--- config.mk ---
export PLATFORM = sky130hd
export DESIGN_NAME = yuyv_to_rgb888_converter
export DESIGN_NICKNAME = d
export VERILOG_FILES = /design/src/design/y2rgb_pkg.sv /design/src/design/y2rgb_cfg_regs.sv /design/src/design/y2rgb_pixel.sv /design/src/design/yuyv_to_rgb888_converter.sv
export SDC_FILE = /design/constraint.sdc
export NUM_CORES = 2
export LEC_CHECK = 0
export ABC_CLOCK_PERIOD_IN_PS = 9100
export BUFFER_PORTS_ARGS = -buffer_cell sky130_fd_sc_hd__buf_2
export CORE_UTILIZATION = 44
export DETAILED_ROUTE_END_ITERATION = 16
export HOLD_SLACK_MARGIN = 0.05
export PLACE_DENSITY = 0.59
export SLEW_MARGIN = 15
export SYNTH_ARGS = -nofsm -noshare
export SYNTH_HDL_FRONTEND = slang
export SYNTH_SLANG_ARGS = --single-unit
--- constraint.sdc ---
create_clock -name clk -period 9.1 [get_ports clk]
set_input_delay 0.91 -clock clk [delete_from_list [all_inputs] [get_ports clk]]
set_output_delay 0.91 -clock clk [all_outputs]
set_load 0.03 [all_outputs]
--- src/design/y2rgb_pkg.sv ---
// Shared types, constants and helpers for the YUYV to RGB888 converter.
package y2rgb_pkg;

  localparam int unsigned GAIN_W  = 10;
  localparam int unsigned COEF_W  = 11;
  localparam int unsigned CFG_W   = 11;
  localparam int unsigned IDX_W   = 3;
  localparam int unsigned ACC_W   = 22;
  localparam int unsigned CHAN_W  = 8;
  localparam int unsigned PIX_W   = 24;

  localparam logic [IDX_W-1:0] REG_LUMA_GAIN    = 3'd0;
  localparam logic [IDX_W-1:0] REG_RED_FROM_V   = 3'd1;
  localparam logic [IDX_W-1:0] REG_GREEN_FROM_U = 3'd2;
  localparam logic [IDX_W-1:0] REG_GREEN_FROM_V = 3'd3;
  localparam logic [IDX_W-1:0] REG_BLUE_FROM_U  = 3'd4;

  localparam logic [GAIN_W-1:0]        RST_LUMA_GAIN    = 10'd298;
  localparam logic signed [COEF_W-1:0] RST_RED_FROM_V   = 11'sd297;
  localparam logic signed [COEF_W-1:0] RST_GREEN_FROM_U = 11'sd97;
  localparam logic signed [COEF_W-1:0] RST_GREEN_FROM_V = 11'sd208;
  localparam logic signed [COEF_W-1:0] RST_BLUE_FROM_U  = 11'sd517;

  typedef struct packed {
    logic [GAIN_W-1:0]        luma_gain;
    logic signed [COEF_W-1:0] red_from_v;
    logic signed [COEF_W-1:0] green_from_u;
    logic signed [COEF_W-1:0] green_from_v;
    logic signed [COEF_W-1:0] blue_from_u;
  } coef_t;

  // Round half up by +128, floor by arithmetic shift, then saturate to 0..255.
  function automatic logic [CHAN_W-1:0] finish_channel(input logic signed [ACC_W-1:0] acc);
    logic signed [ACC_W-1:0] t;
    logic signed [ACC_W-9:0] q;
    t = acc + ACC_W'(128);
    q = t[ACC_W-1:8];
    if (q < 0) begin
      finish_channel = '0;
    end else if (q > $signed((ACC_W-8)'(255))) begin
      finish_channel = '1;
    end else begin
      finish_channel = q[CHAN_W-1:0];
    end
  endfunction

endpackage

--- src/design/y2rgb_cfg_regs.sv ---
// Coefficient register bank written through the plain configuration port.
module y2rgb_cfg_regs (
  input  logic                            clk,
  input  logic                            rst_n,
  input  logic                            cfg_we,
  input  logic [y2rgb_pkg::IDX_W-1:0]     cfg_index,
  input  logic [y2rgb_pkg::CFG_W-1:0]     cfg_wdata,
  output y2rgb_pkg::coef_t                coef
);

  y2rgb_pkg::coef_t coef_r;

  always_ff @(posedge clk) begin
    if (!rst_n) begin
      coef_r.luma_gain    <= y2rgb_pkg::RST_LUMA_GAIN;
      coef_r.red_from_v   <= y2rgb_pkg::RST_RED_FROM_V;
      coef_r.green_from_u <= y2rgb_pkg::RST_GREEN_FROM_U;
      coef_r.green_from_v <= y2rgb_pkg::RST_GREEN_FROM_V;
      coef_r.blue_from_u  <= y2rgb_pkg::RST_BLUE_FROM_U;
    end else if (cfg_we) begin
      case (cfg_index)
        y2rgb_pkg::REG_LUMA_GAIN:    coef_r.luma_gain    <= cfg_wdata[y2rgb_pkg::GAIN_W-1:0];
        y2rgb_pkg::REG_RED_FROM_V:   coef_r.red_from_v   <= $signed(cfg_wdata);
        y2rgb_pkg::REG_GREEN_FROM_U: coef_r.green_from_u <= $signed(cfg_wdata);
        y2rgb_pkg::REG_GREEN_FROM_V: coef_r.green_from_v <= $signed(cfg_wdata);
        y2rgb_pkg::REG_BLUE_FROM_U:  coef_r.blue_from_u  <= $signed(cfg_wdata);
        default: ;  // drop writes beyond the register list
      endcase
    end
  end

  assign coef = coef_r;

endmodule

--- src/design/y2rgb_pixel.sv ---
// Color matrix for one pixel: three Q8 sums, rounding and saturation.
module y2rgb_pixel (
  input  logic [7:0]                      luma,
  input  logic signed [8:0]               cb,
  input  logic signed [8:0]               cr,
  input  y2rgb_pkg::coef_t                coef,
  output logic [y2rgb_pkg::PIX_W-1:0]     pixel
);

  localparam int unsigned AW = y2rgb_pkg::ACC_W;

  logic signed [9:0]    luma_d;
  logic signed [10:0]   gain_s;
  logic signed [AW-1:0] base;
  logic signed [AW-1:0] rv_term;
  logic signed [AW-1:0] gu_term;
  logic signed [AW-1:0] gv_term;
  logic signed [AW-1:0] bu_term;
  logic signed [AW-1:0] red_acc;
  logic signed [AW-1:0] green_acc;
  logic signed [AW-1:0] blue_acc;

  always_comb begin
    luma_d  = $signed({2'b00, luma}) - 10'sd16;
    gain_s  = $signed({1'b0, coef.luma_gain});
    base    = AW'(gain_s * luma_d);
    rv_term = AW'(coef.red_from_v * cr);
    gu_term = AW'(coef.green_from_u * cb);
    gv_term = AW'(coef.green_from_v * cr);
    bu_term = AW'(coef.blue_from_u * cb);

    red_acc   = base + rv_term;
    green_acc = base - gu_term + gv_term;
    blue_acc  = base + bu_term;

    pixel = {y2rgb_pkg::finish_channel(red_acc),
             y2rgb_pkg::finish_channel(green_acc),
             y2rgb_pkg::finish_channel(blue_acc)};
  end

endmodule

--- src/design/yuyv_to_rgb888_converter.sv ---
// Top level of the YUYV 4:2:2 macropixel to dual RGB888 pixel converter.
// One macropixel transfer in, one transfer of two packed RGB888 pixels out.
// The block takes one macropixel every cycle while the output side keeps
// accepting; the color matrix for both pixels sits in one combinational pass
// between the input and result registers. Luma gain is unsigned Q8, the other
// coefficients signed Q8; reset loads the default set. The user writes them
// via the cfg port only while the stream is idle; not enforced by the block.
module yuyv_to_rgb888_converter (
  input  logic                              clk,
  input  logic                              rst_n,
  // in_tdata: y_first[7:0], u_chroma[15:8], y_second[23:16], v_chroma[31:24]
  input  logic [31:0]                       in_tdata,
  input  logic                              in_tlast,
  input  logic                              in_tvalid,
  output logic                              in_tready,
  // out_tdata: pixel_first[23:0], pixel_second[47:24]
  output logic [47:0]                       out_tdata,
  output logic                              out_tlast,
  output logic                              out_tvalid,
  input  logic                              out_tready,
  input  logic                              cfg_we,
  input  logic [y2rgb_pkg::IDX_W-1:0]       cfg_index,
  input  logic [y2rgb_pkg::CFG_W-1:0]       cfg_wdata
);

  y2rgb_pkg::coef_t coef;

  logic        in_valid_r;
  logic [31:0] in_data_r;
  logic        in_last_r;
  logic        out_valid_r;
  logic [47:0] out_data_r;
  logic        out_last_r;
  logic        out_load;

  logic signed [8:0]              cb;
  logic signed [8:0]              cr;
  logic [y2rgb_pkg::PIX_W-1:0]    pixel_first;
  logic [y2rgb_pkg::PIX_W-1:0]    pixel_second;

  y2rgb_cfg_regs u_cfg (
    .clk       (clk),
    .rst_n     (rst_n),
    .cfg_we    (cfg_we),
    .cfg_index (cfg_index),
    .cfg_wdata (cfg_wdata),
    .coef      (coef)
  );

  // Result register frees when empty or being taken; input register follows.
  assign out_load  = !out_valid_r || out_tready;
  assign in_tready = !in_valid_r || out_load;

  always_ff @(posedge clk) begin
    if (!rst_n) begin
      in_valid_r <= 1'b0;
    end else if (in_tready) begin
      in_valid_r <= in_tvalid;
    end
  end

  always_ff @(posedge clk) begin
    if (in_tready && in_tvalid) begin
      in_data_r <= in_tdata;
      in_last_r <= in_tlast;
    end
  end

  assign cb = $signed({1'b0, in_data_r[15:8]}) - 9'sd128;
  assign cr = $signed({1'b0, in_data_r[31:24]}) - 9'sd128;

  y2rgb_pixel u_pix_first (
    .luma  (in_data_r[7:0]),
    .cb    (cb),
    .cr    (cr),
    .coef  (coef),
    .pixel (pixel_first)
  );

  y2rgb_pixel u_pix_second (
    .luma  (in_data_r[23:16]),
    .cb    (cb),
    .cr    (cr),
    .coef  (coef),
    .pixel (pixel_second)
  );

  always_ff @(posedge clk) begin
    if (!rst_n) begin
      out_valid_r <= 1'b0;
    end else if (out_load) begin
      out_valid_r <= in_valid_r;
    end
  end

  always_ff @(posedge clk) begin
    if (out_load && in_valid_r) begin
      out_data_r <= {pixel_second, pixel_first};
      out_last_r <= in_last_r;
    end
  end

  assign out_tvalid = out_valid_r;
  assign out_tdata  = out_data_r;
  assign out_tlast  = out_last_r;

endmodule

======== Yosys cells after proc, flatten, opt, wreduce, memory -nomap -nowiden ========
Cells that the tools add are included.
word-level totals
  flip-flop bits (word level) ............. 138
  input bits .............................. 52
  output and inout port bits .............. 51
  word-level logic and storage cells ...... 74
operators by class
  add/subtract/negate cells ............... 18
  $mul .................................... 6
  $lt $le $gt $ge ......................... 12
  equality and inequality tests ........... 4
  mux-type cells .......................... 6
  reduce and logical (&&, ||, !) cells .... 12
operators by type and width
  kind                                                                           count
  22-bit adder                                                                   6
  22-bit by 9-bit adder with 22-bit output, second input constant                6
  11-bit by 9-bit multiplier with 20-bit output                                  6
  14-bit by 9-bit > comparator with 1-bit output, second input constant          6
  14-bit by 1-bit less-than comparator with 1-bit output, second input constant  6
  8-bit two-way mux                                                              6
  22-bit subtractor                                                              2
  8-bit by 5-bit subtractor with 9-bit output, second input constant             2
  8-bit by 8-bit subtractor with 9-bit output, second input constant             2
  2-bit AND reduction                                                            5
  3-bit by 2-bit == test with 1-bit output, second input constant                2
  3-bit by 1-bit == test with 1-bit output, second input constant                1
  3-bit == test, second input constant                                           1
  3-bit zero test                                                                1
  1-bit logical AND                                                              2
  1-bit zero test                                                                2
  1-bit logical OR                                                               2

======== Longest topological paths before layout ========
  word-level depth ........................ 7
  gate-level depth with buffers ........... 35
  gate-level depth less buffers ........... 34

======== Hierarchy ========
Synthesis repeated with hierarchy kept, for this count alone.
unflattened totals
  cells, all modules ...................... 4873
  area total of the unflattened synthesis .. 45745.1 µm²
by module, submodules not included
  module                      times used  cells each  area an instance (µm²)  sequential area each (µm²)
  y2rgb_pixel (u_pix_first)   1           2311        20604.8                 0.0
  y2rgb_pixel (u_pix_second)  1           2263        20439.6                 0.0
  yuyv_to_rgb888_converter    1           93          2573.7                  2502.4
  y2rgb_cfg_regs              1           206         2127.0                  1081.0

======== Worst setup path before layout ========
OpenSTA, ideal clock, no wires.
  path kind ............................... reg-to-reg
  start point ............................. register in_data_r[4]
  end point ............................... register out_data_r[10] (netlist: out_tdata[10]), data pin
  library setup time ...................... 0.269 ns
  data arrival time ....................... 7.832 ns
  required time ........................... 8.831 ns
  path slack .............................. 0.999 ns
  cell stages (with the launch flop) ...... 34
  path buffers ............................ 1
  period minus slack after synthesis ...... 8.101 ns
  cell sequence ........................... edfxtp_1 -> inv_1 -> ha_1 -> or3b_2 -> or2_2 -> fa_1 -> fa_1 -> inv_1 -> fa_1 -> fa_1 -> inv_1 -> fa_1 -> inv_1 -> ha_1 -> o21a_1 -> o31a_1 -> o41a_1 -> a21oi_1 -> nor2b_1 -> o21ai_0 -> nand2b_1 -> xor2_1 -> inv_1 -> fa_1 -> inv_1 -> ha_1 -> ha_1 -> nor2_1 -> nor2_1 -> a311oi_1 -> nor3b_1 -> o2bb2a_1 -> clkbuf_1 -> a21boi_0
on the way
  word-level cells in the longest chain between the ends .. 7
  elaborated cells on any way between the ends .. 8
  those cells by class .................... 4 x add/sub; 1 x mul; 2 x order compare; 1 x mux
RTL lines
  element                                          RTL line                        source
  start: declaration                               yuyv_to_rgb888_converter.sv:29  logic [31:0] in_data_r;
  start signal: assignment                         yuyv_to_rgb888_converter.sv:64  in_data_r <= in_tdata;
  8-bit by 5-bit subtractor with 9-bit output *    y2rgb_pixel.sv:24               luma_d = $signed({2'b00, luma}) - 10'sd16;
  11-bit by 9-bit multiplier with 20-bit output *  y2rgb_pixel.sv:26               base = AW'(gain_s * luma_d);
  22-bit subtractor *                              y2rgb_pixel.sv:33               green_acc = base - gu_term + gv_term;
  22-bit adder *                                   y2rgb_pixel.sv:33
  22-bit by 9-bit adder with 22-bit output *       y2rgb_pkg.sv:36                 t = acc + ACC_W'(128);
  14-bit by 9-bit > comparator with 1-bit output   y2rgb_pkg.sv:40                 end else if (q > $signed((ACC_W-8)'(255))) begin
  8-bit two-way mux                                y2rgb_pkg.sv:40
  end signal: assignment                           yuyv_to_rgb888_converter.sv:98  out_data_r <= {pixel_second, pixel_first};
  end: declaration                                 yuyv_to_rgb888_converter.sv:32  logic [47:0] out_data_r;
Mark *: on every way between the ends. The rest lies on a longest branch, timed or not.
A chain may end at the register's enable or synchronous reset.

======== Worst setup path after layout ========
  start point ............................. register in_data_r[20]
  end point ............................... register out_data_r[35] (netlist: out_tdata[35]), data pin
Same word-level chain as after synthesis.

==> metrics.txt <==
maximum fanout along the worst path 8; HP Class reg2reg; Die Span Y ~270 um; wire length of the first global-routing pass 137 mm; Setup Crit Path Kind reg2reg; root buffer cell sky130_fd_sc_hd__clkbuf_16; arrival time at the worst endpoint roughly 9000 ps; pin count of the biggest net entering global routing 57; post-synth net total 4613; area added between synthesis and finish 7.71%; flop and latch count out of synthesis around 140; cell area after synthesis about 32000 um2; TritonCTS clock tree built; number of global-route vias before repair 24500; max-capacitance violation count 0; area share of the largest cell type after synthesis 30.5%; Avg Inst Size Synth between 9 and 10 um2; total number of nets in the final design ~4700; time the worst path needs with I/O delays and setup between 8000 and 9000 ps; largest cells by area after synthesis sky130_fd_sc_hd__fa_1 (31%), sky130_fd_sc_hd__ha_1 (19%), sky130_fd_sc_hd__inv_1 (8.1%); number of warning messages in the yosys log 0; antenna-violating nets left 0; slowest cell delay on critical path 740 ps; TritonCTS buffer count 17; achievable frequency 0.117 GHz; number of diodes added for antenna fixing 0; Die Area between 70000 and 80000 um2; most area-hungry cell type in the Yosys netlist sky130_fd_sc_hd__fa_1; Initial DRC Count around 1300; Final Max Slew Viols 0; fraction of final layout cells with drive strength greater than 1 7.59%; combined global-route utilization of all metal layers 24.0%; number of hold violations in the final report 0; final RePlAce weighted congestion slightly above 0.9; Die X-Extent 273 um; Initial Utilization 44.8%; Critical-path top delay cell sky130_fd_sc_hd__xnor2_1; total length of routed wires roughly 85 mm; Overflow after GRT 0; critical path startpoint category register; run status finished clean; most used cell, CP sky130_fd_sc_hd__inv_1; CTS HTree Levels 4; number of distinct standard cells referenced by the synthesized netlist 79; data required time of the critical path a little over 9000 ps; worst slew margin relative to its limit a little under two fifths; sequential-to-total area share from yosys stat ~11%; leading register cell type out of synthesis sky130_fd_sc_hd__edfxtp_1; total of hold buffers inserted after clock tree synthesis 0; hold_ws between 400 and 500 ps; Remaining DRCs 0; CTS Sinks roughly 140; Vias approximately 24000; initial antenna violation count 2; number of synthesized flops with an enable pin 82; share of synthesized registers carrying an async set or reset 0%; number of primary I/O pins 103; endpoint kind of the worst setup timing path register; Site Rows between 90 and 100; HPWL reported at the end of detailed placement between 70 and 80 mm; most common library cells after synthesis sky130_fd_sc_hd__inv_1 (692), sky130_fd_sc_hd__ha_1 (501), sky130_fd_sc_hd__fa_1 (492); cell with the most instances after synthesis sky130_fd_sc_hd__inv_1; gate count of the mapped netlist 3568; final worst-path cycle share between 90% and 100%; DR WL/cell about 18 um; Worst-Margin Slew 924 ps; largest clock skew in the final design roughly 16 ps; count of input and output buffers just over 100; clk slew on worst S/H paths about 60 ps; Placeable Area 72000 um2; number of vias per cell after detailed routing approximately 5.2; source-to-sink clock delay at the later pin of the worst-skew pair around 500 ps; setup violation total in the final timing report 0; drt pass-1 iters 5; maximum count of clock buffers along a single path 2
[through the flow]
step	setup slack [ps]	util [%]	instance area (um2)	std cells	TNS, ps
2_1_floorplan	999	-	32200	3568	0
3_3_place_gp	344	47.2	34000	4560	0
3_5_place_dp	263	47.2	34000	4560	0
4_1_cts	173	48.1	34600	4591	0
5_1_grt	-43.8	48.3	34700	4599	-44.7
6_report	517	48.3	34700	4599	0
[cell type report]
cell class / instances / area (um2)
fillers: 6890 / 37200
multi-input cells: 2611 / 25600
flip-flops and latches: 138 / 3580
inverters: 693 / 2600
well taps: 950 / 1190
repair buffers: 176 / 1070
clock buffers: 19 / 453
clock inverters: 12 / 196
[logic make-up after synthesis]
family / after synthesis / synth area share, %
XOR/XNOR: 159 / 4.38
multiplexers: 7 / 0.241
buffers and inverters: 819 / 9.54
AND/OR/NAND/NOR: 1038 / 15.9
AO/OA/AOI/OAI: 414 / 8.86
adder cells (fa/ha/maj): 993 / 50.0
flip-flops: 138 / 11.1
[worst max-delay path: cells and delay by family, from the launching register on]
kind                       cells  cell delay (ps)
and+or+nand+nor                4             1020
AOI/OAI and AO/OA              9             1670
xor gates and xnor gates       1              740
buffers and inverters          7              500
adders and majority gates     10             3970
DFF                            1              380
[final timing paths]
path	start	end	slack, ps	depth (start not counted)
setup reg to reg	in_data_r[20]	out_tdata[35]	520	31
hold / removal	in_last_r	out_tlast	420	0
hold reg to reg	in_last_r	out_tlast	420	0
setup / recovery	in_data_r[20]	out_tdata[35]	520	31
[cell usage in the layout (no fill, tap or decap), types with 59 or more instances in the layout]
cell type,count
sky130_fd_sc_hd__edfxtp_1,82
sky130_fd_sc_hd__nor2_1,111
sky130_fd_sc_hd__nor2b_1,60
sky130_fd_sc_hd__fa_1,492
sky130_fd_sc_hd__nand2_1,410
sky130_fd_sc_hd__a21boi_0,59
sky130_fd_sc_hd__inv_1,692
sky130_fd_sc_hd__o21ai_0,59
sky130_fd_sc_hd__buf_2,102
sky130_fd_sc_hd__and2_1,193
sky130_fd_sc_hd__xnor2_1,99
sky130_fd_sc_hd__ha_1,501
sky130_fd_sc_hd__a21oi_1,95
sky130_fd_sc_hd__buf_4,74
[flip-flops by register name, indices dropped and copies added, names as in the netlist]
name        flops
out_tdata      48
in_valid_r      1
in_last_r       1
out_tvalid      1
out_tlast       1
in_data_r      32
u_cfg.coef     54
[repair_timing]
item | 4_1_cts | 5_1_grt
setup buffers | 0 | 8
endpoints found under the hold margin | 0 | 0
gates resized for setup | 0 | 10
endpoints found under the setup margin | 0 | 32
[per-layer routing]
metal	vias to the layer above	track usage (%)	share of wire [%]
li1	11500	-	-
met1	11900	32.9	46
met2	419	39.5	47
met3	89	2.98	3.9
met4	2	7.32	2.7
met5	-	0	0.0082
Power is not shown: default switching activity piles up to over one toggle a cycle in this logic, so the estimate is an artifact.
